## src/prm_pkg.sv

```systemverilog
// Shared types, widths and the factorial table of the permutation unrank block.
`timescale 1ns / 1ps
`default_nettype none

package prm_pkg;

	localparam int LEN_W       = 5;
	localparam int RANK_W      = 45;
	localparam int VAL_W       = 5;
	localparam int FACT_W      = 64;
	localparam int MAX_LEN_DEF = 16;
	// Largest factorial that fits in FACT_W bits.
	localparam int FACT_TOP    = 20;
	localparam int FACT_N      = 2 ** LEN_W;

	typedef struct packed {
		logic [LEN_W-1:0]  length;
		logic [RANK_W-1:0] rank;
	} query_t;

	typedef struct packed {
		logic [VAL_W-1:0] value;
		logic             last;
		logic             invalid;
	} result_t;

	typedef enum logic [2:0] {
		ST_IDLE,
		ST_CHECK,
		ST_LOAD,
		ST_DIV,
		ST_EMIT
	} state_t;

	typedef logic [FACT_W-1:0] fact_tab_t [FACT_N];

	// Lengths beyond the largest representable factorial saturate to all ones.
	function automatic fact_tab_t build_fact();
		fact_tab_t tab;
		logic [FACT_W-1:0] f;
		f = FACT_W'(1);
		for (int i = 0; i < FACT_N; i++) begin
			if (i > 1) begin
				f = FACT_W'(f * FACT_W'(i));
			end
			tab[i] = (i > FACT_TOP) ? '1 : f;
		end
		return tab;
	endfunction

	localparam fact_tab_t FACT = build_fact();

endpackage

`default_nettype wire

```

## src/prm_sub.sv

```systemverilog
// Shared compare and subtract unit: remainder against the current factorial.
`timescale 1ns / 1ps
`default_nettype none

module prm_sub (
	input  wire logic [prm_pkg::RANK_W-1:0] rem,
	input  wire logic [prm_pkg::FACT_W-1:0] divisor,
	output logic                            ge,
	output logic [prm_pkg::RANK_W-1:0]      diff
);

	logic [prm_pkg::FACT_W:0] d;

	// One borrow chain gives both the compare and the reduced remainder.
	assign d    = {1'b0, prm_pkg::FACT_W'(rem)} - {1'b0, divisor};
	assign ge   = ~d[prm_pkg::FACT_W];
	assign diff = d[prm_pkg::RANK_W-1:0];

endmodule

`default_nettype wire

```

## src/prm_list.sv

```systemverilog
// Ordered list of unused values with select and remove-and-close-gap.
`timescale 1ns / 1ps
`default_nettype none

module prm_list #(
	parameter int MAX_LEN = prm_pkg::MAX_LEN_DEF,
	parameter int CNT_W   = $clog2(MAX_LEN + 1),
	parameter int IDX_W   = (MAX_LEN > 1) ? $clog2(MAX_LEN) : 1
) (
	input  wire logic                      clk,
	input  wire logic                      arst_n,
	input  wire logic                      init,
	input  wire logic [CNT_W-1:0]          count,
	input  wire logic                      remove,
	input  wire logic [IDX_W-1:0]          sel,
	output logic [prm_pkg::VAL_W-1:0]      sel_value
);

	logic [prm_pkg::VAL_W-1:0] list_q [MAX_LEN];

	assign sel_value = list_q[sel];

	always_ff @(posedge clk or negedge arst_n) begin
		if (!arst_n) begin
			for (int i = 0; i < MAX_LEN; i++) begin
				list_q[i] <= '0;
			end
		end else if (init) begin
			for (int i = 0; i < MAX_LEN; i++) begin
				list_q[i] <= (i < int'(count)) ? prm_pkg::VAL_W'(i + 1) : '0;
			end
		end else if (remove) begin
			// Entries from the selected one upward move down; zero enters at the top.
			for (int i = 0; i < MAX_LEN; i++) begin
				if (i >= int'(sel)) begin
					list_q[i] <= (i + 1 < MAX_LEN) ? list_q[(i + 1) % MAX_LEN] : '0;
				end
			end
		end
	end

endmodule

`default_nettype wire

```

## src/permutation_unrank.sv

```systemverilog
// Top level: sequencer that unranks a permutation one digit at a time.
`timescale 1ns / 1ps
`default_nettype none

// A query (length n, one-based rank k) is taken when start is high and busy is low.
// The block then emits the k-th lexicographic permutation of 1..n as n words, one
// per strobe, with last set on the final word; a zero rank, a rank above n!, or a
// length of zero or above MAX_LEN gives a single word with invalid and last set.
// Results cannot be held off: strobe is high for exactly one cycle per word.
// An invalid query goes from the check state straight back to idle. For a valid one,
// each word passes the load, divide and emit states, and every digit is found by
// repeated subtraction of the current factorial in one shared 64-bit subtractor.
// busy stays high until the final word is being driven.
module permutation_unrank #(
	parameter int MAX_LEN = prm_pkg::MAX_LEN_DEF
) (
	input  wire logic             clk,
	input  wire logic             arst_n,
	input  wire logic             start,
	output logic                  busy,
	input  wire prm_pkg::query_t  query,
	output logic                  strobe,
	output prm_pkg::result_t      result
);

	localparam int CNT_W = $clog2(MAX_LEN + 1);
	localparam int IDX_W = (MAX_LEN > 1) ? $clog2(MAX_LEN) : 1;

	prm_pkg::state_t                state_q, state_d;
	logic [prm_pkg::LEN_W-1:0]      n_q;
	logic                           zero_q;
	logic [prm_pkg::RANK_W-1:0]     rem_q;
	logic [prm_pkg::FACT_W-1:0]     bs_q;
	logic [CNT_W-1:0]               left_q;
	logic [CNT_W-1:0]               q_q;
	prm_pkg::result_t               res_q;
	logic                           strobe_q;

	logic                           accept, init, load, sub, emit_ok, emit_bad;
	logic                           ge, bad;
	logic [prm_pkg::RANK_W-1:0]     diff;
	logic [CNT_W-1:0]               cnt_full;
	logic [prm_pkg::VAL_W-1:0]      sel_value;

	prm_sub u_sub (
		.rem     (rem_q),
		.divisor (bs_q),
		.ge      (ge),
		.diff    (diff)
	);

	// A digit that reaches the number of unused entries selects the last of them.
	assign cnt_full = (q_q >= left_q) ? CNT_W'(left_q - 1'b1) : q_q;

	prm_list #(
		.MAX_LEN (MAX_LEN),
		.CNT_W   (CNT_W),
		.IDX_W   (IDX_W)
	) u_list (
		.clk       (clk),
		.arst_n    (arst_n),
		.init      (init),
		.count     (CNT_W'(n_q)),
		.remove    (emit_ok),
		.sel       (cnt_full[IDX_W-1:0]),
		.sel_value (sel_value)
	);

	// In the check state the subtractor tests k - 1 >= n!, i.e. k > n!.
	assign bad = zero_q || (n_q == '0) || (n_q > prm_pkg::LEN_W'(MAX_LEN)) || ge;

	assign busy   = (state_q != prm_pkg::ST_IDLE);
	assign strobe = strobe_q;
	assign result = res_q;

	always_ff @(posedge clk or negedge arst_n) begin
		if (!arst_n) begin
			state_q <= prm_pkg::ST_IDLE;
		end else begin
			state_q <= state_d;
		end
	end

	always_comb begin
		state_d  = state_q;
		accept   = 1'b0;
		init     = 1'b0;
		load     = 1'b0;
		sub      = 1'b0;
		emit_ok  = 1'b0;
		emit_bad = 1'b0;
		unique case (state_q)
			prm_pkg::ST_IDLE: begin
				if (start) begin
					accept  = 1'b1;
					state_d = prm_pkg::ST_CHECK;
				end
			end
			prm_pkg::ST_CHECK: begin
				if (bad) begin
					emit_bad = 1'b1;
					state_d  = prm_pkg::ST_IDLE;
				end else begin
					init    = 1'b1;
					state_d = prm_pkg::ST_LOAD;
				end
			end
			prm_pkg::ST_LOAD: begin
				load    = 1'b1;
				state_d = prm_pkg::ST_DIV;
			end
			prm_pkg::ST_DIV: begin
				if (ge) begin
					sub = 1'b1;
				end else begin
					state_d = prm_pkg::ST_EMIT;
				end
			end
			prm_pkg::ST_EMIT: begin
				emit_ok = 1'b1;
				state_d = (left_q == CNT_W'(1)) ? prm_pkg::ST_IDLE : prm_pkg::ST_LOAD;
			end
			default: begin
				state_d = prm_pkg::ST_IDLE;
			end
		endcase
	end

	always_ff @(posedge clk or negedge arst_n) begin
		if (!arst_n) begin
			n_q      <= '0;
			zero_q   <= 1'b0;
			rem_q    <= '0;
			bs_q     <= '0;
			left_q   <= '0;
			q_q      <= '0;
			res_q    <= '0;
			strobe_q <= 1'b0;
		end else begin
			strobe_q <= emit_ok || emit_bad;
			if (accept) begin
				n_q    <= query.length;
				zero_q <= (query.rank == '0);
				rem_q  <= prm_pkg::RANK_W'(query.rank - 1'b1);
				bs_q   <= prm_pkg::FACT[query.length];
			end
			if (init) begin
				left_q <= CNT_W'(n_q);
				q_q    <= '0;
			end
			if (load) begin
				bs_q <= prm_pkg::FACT[prm_pkg::LEN_W'(left_q - 1'b1)];
			end
			if (sub) begin
				rem_q <= diff;
				if (q_q != '1) begin
					q_q <= CNT_W'(q_q + 1'b1);
				end
			end
			if (emit_ok) begin
				res_q  <= '{value: sel_value, last: (left_q == CNT_W'(1)), invalid: 1'b0};
				left_q <= CNT_W'(left_q - 1'b1);
				q_q    <= '0;
			end
			if (emit_bad) begin
				res_q <= '{value: '0, last: 1'b1, invalid: 1'b1};
			end
		end
	end

`ifndef NO_ASSERTIONS
	a_accept_busy: assert property (@(posedge clk) disable iff (!arst_n)
		start && !busy |=> busy)
		else $error("busy did not rise after a query was taken");

	a_invalid_last: assert property (@(posedge clk) disable iff (!arst_n)
		strobe && result.invalid |-> result.last && (result.value == '0))
		else $error("invalid word is not a single zero final word");

	a_valid_nonzero: assert property (@(posedge clk) disable iff (!arst_n)
		strobe && !result.invalid |-> (result.value != '0))
		else $error("valid word carries an empty list entry");

	a_last_idle: assert property (@(posedge clk) disable iff (!arst_n)
		strobe |-> (result.last == !busy))
		else $error("busy does not match the end of the query");
`endif

endmodule

`default_nettype wire
```

## config.mk

```make
export PLATFORM = sky130hd
export DESIGN_NAME = permutation_unrank
export DESIGN_NICKNAME = d
export VERILOG_FILES = /design/src/prm_pkg.sv /design/src/prm_sub.sv /design/src/prm_list.sv /design/src/permutation_unrank.sv
export SDC_FILE = /design/constraint.sdc
export NUM_CORES = 1
export LEC_CHECK = 0
export BUFFER_PORTS_ARGS = -buffer_cell sky130_fd_sc_hd__buf_2
export CAP_MARGIN = 25
export CORE_MARGIN = 3
export CORE_UTILIZATION = 40
export DETAILED_ROUTE_END_ITERATION = 8
export PLACE_DENSITY = 0.59
export SKIP_LAST_GASP = 1
export SYNTH_ARGS = -nofsm -noshare
export SYNTH_HDL_FRONTEND = slang
export SYNTH_HIERARCHICAL = 1
export SYNTH_SLANG_ARGS = --single-unit
```

## constraint.sdc

```tcl
create_clock -name clk -period 10 [get_ports clk]
set_input_delay 2 -clock clk [delete_from_list [all_inputs] [get_ports clk]]
set_output_delay 2 -clock clk [all_outputs]
set_load 0.005 [all_outputs]
```

==> summary.txt <==
WL/cell: 20.42 µm
first-pass detailed-route iteration total: 7
outcome: finished clean
register area share after synthesis: 32.96%
CTS H-tree lvls: 4
Hold Crit Class: register to register
CTS root buf: clkbuf_16
Final GP Congestion: 0.9272
synthesis-to-finish area growth: 8.396%
Slew headroom: 34.84%
post-synthesis instance area: 14430 µm²
Lkg Pwr: 0.006774 µW
predominant post-synthesis flop cell: dfrtp_1
DR iter-0 viols: 1305
CP Max Fanout: 61
total grt overflow: 0
post-CTS setup buffer count: 0
min Tclk post-route: 5.379 ns
average size of a mapped cell: 8.248 µm²
measured slew at the worst slew-check pin: 0.9763 ns
clock buffer depth: 2
dpl hpwl: 32120 µm
Synth area leader: dfrtp_1
CP endpoint kind: register
Final Util: 44.61%
fin nets: 1864
unrepaired setup endpoints after global routing: false
Via density: 6.078
Ports: 62
Synth cell types: 96
later-pin clock latency in the skew report: 0.46 ns
# port buffers: 61
CP Data Required Time: 10.30 ns
Routed Wire Length: 45060 µm
launching element type of the critical path: register
largest cells by area after synthesis: dfrtp_1, ha_1, nand2_1
#FFs+latches synth: 190
Yosys Warn Count: 6
Detail Route Antenna Nets: 0
synthesized net count: 1876
first-pass GRT wire length: 72060 µm
number of placement rows: 68
Setup TNS Final: 0 ns
Total Die Area: 38380 µm²
post-synth top area share: 32.96%
TritonCTS clock tree: built
placeable core region: 35050 µm²
Max Fclk: 0.1859 GHz
Syn Inst Count: 1749
Remaining DRCs: 0
Die H: 195.9 µm
pwr dens: 365.3 nW/µm²
Max-cap violations: 0
CTS buffer count: 17
initial antenna violation count: 2
final setup fails: 0
Die W: 195.9 µm
Hold Buf Count CTS: 0
worst ir drop on vdd: 0.0001496 V
share of layout cells above drive strength 1: 10.23%
largest net degree at the start of global routing: 76
crit path DAT: 5.68 ns
Fin Clk Skew: 0.02269 ns
type of the worst setup path: register to register
clock sinks: 190
number of synthesized flops with an enable pin: 0
DR vias: 13415
Starting Density: 41.16%
count of final hold-check violations: 0
post-CTS sizing: 0
Tot GR Track Use: 23.11%
CTS clk-pin slew, worst paths: 0.08 ns
vias in the first global route: 13029
fin crit share: 53.79%
Post-synth ARST share: 100.0%
Slew Viols, Final: 0
[final cells by class]
class                           instances  area [µm²]
Multi-Input combinational cell       1363        8912
Clock inverter                         12       122.6
Timing Repair Buffer                   85       506.7
Tap cell                              455       569.3
Antenna cell                            2       5.005
Inverter                               80       300.3
Fill cell                            3490       19420
Sequential cell                       190        4755
Clock buffer                           20       466.7
[state kept, by name (all words and copies together), names as in the netlist]
name / cells
left_q: 5
strobe: 1
bs_q: 49
result: 7
u_list/list_q: 69
rem_q: 45
n_q: 5
zero_q: 1
q_q: 5
state_q: 3
[through the flow]
stage / hold WS (ns) / total power, µW / area (µm²) / instances / worst slack (ns)
2_1_floorplan: 0.4425 / 4003 / 14430 / 1749 / 6.105
3_3_place_gp: 0.4557 / 4907 / 15020 / 2172 / 4.827
3_5_place_dp: 0.4609 / 4929 / 15020 / 2172 / 4.687
4_1_cts: 0.4789 / 5663 / 15610 / 2204 / 4.683
5_1_grt: 0.4975 / 6162 / 15640 / 2207 / 4.192
6_report: 0.4803 / 5712 / 15640 / 2207 / 4.621
[worst max-delay path: stages, from the launching register on]
cell and delay, ns:
dfrtp_1 0.38, inv_1 0.06, ha_1 0.17, fa_1 0.21, nand2b_1 0.14, a21o_1 0.19
a31oi_1 0.17, a2111oi_2 0.53, o21a_2 0.26, o21ai_2 0.13, a211o_1 0.29, a41o_1 0.29
nor2_1 0.15, nand3_1 0.39, inv_2 0.12, buf_4 0.55, inv_1 0.65, a311oi_1 0.40
a21oi_1 0.07
[final timing paths]
path	from	endpoint	slack [ns]	cells past startpoint
max in group asynchronous	arst_n	bs_q[38]$_DFFE_PN0P_	7.16	2
min reg2reg	result[0]$_DFFE_PN0P_	result[0]$_DFFE_PN0P_	0.48	1
min	result[0]$_DFFE_PN0P_	result[0]$_DFFE_PN0P_	0.48	1
max reg2reg	rem_q[0]$_DFFE_PN0P_	u_list/list_q[13]$_DFFE_PN0P_	4.62	18
max	rem_q[0]$_DFFE_PN0P_	u_list/list_q[13]$_DFFE_PN0P_	4.62	18
min in group asynchronous	arst_n	u_list/list_q[32]$_DFFE_PN0P_	1.56	1
[cells in the final DEF (no fill, tap or decap), types with 14 or more instances in the layout]
master and count:
a211oi_1 24, a21o_1 26, a21oi_1 164, a22oi_1 24, a31oi_1 30, and3_1 15
buf_2 60, buf_4 23, clkbuf_16 17, dfrtp_1 190, ha_1 73, inv_1 77
mux2i_1 32, nand2_1 228, nand2b_1 22, nand3_1 44, nand4_1 35, nor2_1 114
nor2b_1 16, nor3_1 30, nor4_1 24, o211ai_1 19, o21ai_0 143, o22ai_1 19
or3_1 14, xnor2_1 52, xor2_1 21
[power by group]
group / switching, µW / internal [µW] / leakage (µW) / total [µW]
registers: 272 / 1080 / 0.00237 / 1350
clock network: 335 / 371 / 0.000292 / 706
logic: 2280 / 1370 / 0.00411 / 3660
total: 2890 / 2820 / 0.00677 / 5710
[layer usage]
layer | part of all wire (%) | track usage, % | vias to the layer above | wire [µm]
li1 | - | - | 6352 | -
met1 | 45 | 31.40 | 6498 | 20110
met2 | 47 | 38.02 | 486 | 21210
met3 | 5.6 | 3.074 | 79 | 2542
met4 | 2.7 | 7.975 | 0 | 1207
met5 | 0 | 0 | - | 0
[synthesized netlist by cell type, types with 11 or more instances]
cell,instances
inv_1,78
nor2_1,115
a31oi_1,30
o211ai_1,19
buf_2,11
nor4_1,25
xnor2_1,53
nand4_1,35
mux4_1,11
ha_1,73
a21oi_1,164
nand2b_1,22
and3_1,15
nor2b_1,16
o22ai_1,19
mux2i_1,34
clkbuf_1,85
a211oi_1,24
nand2_1,228
o21ai_0,143
or3_1,14
nor3_1,30
a21o_1,26
a22oi_1,24
xor2_1,21
o31ai_1,12
o21a_1,11
dfrtp_1,190
nand3_1,44
[cell families after synthesis]
logic type	Yosys count	share of synthesized area [%]
xor gates and xnor gates	74	4.493
DFF	190	32.96
buffers and inverters	196	5.646
AOI/OAI and AO/OA	565	24.53
muxes	58	5.768
and+or+nand+nor	592	20.14
adders and majority gates	74	6.470
No activity file was read; power rests on OpenSTA's default activity.
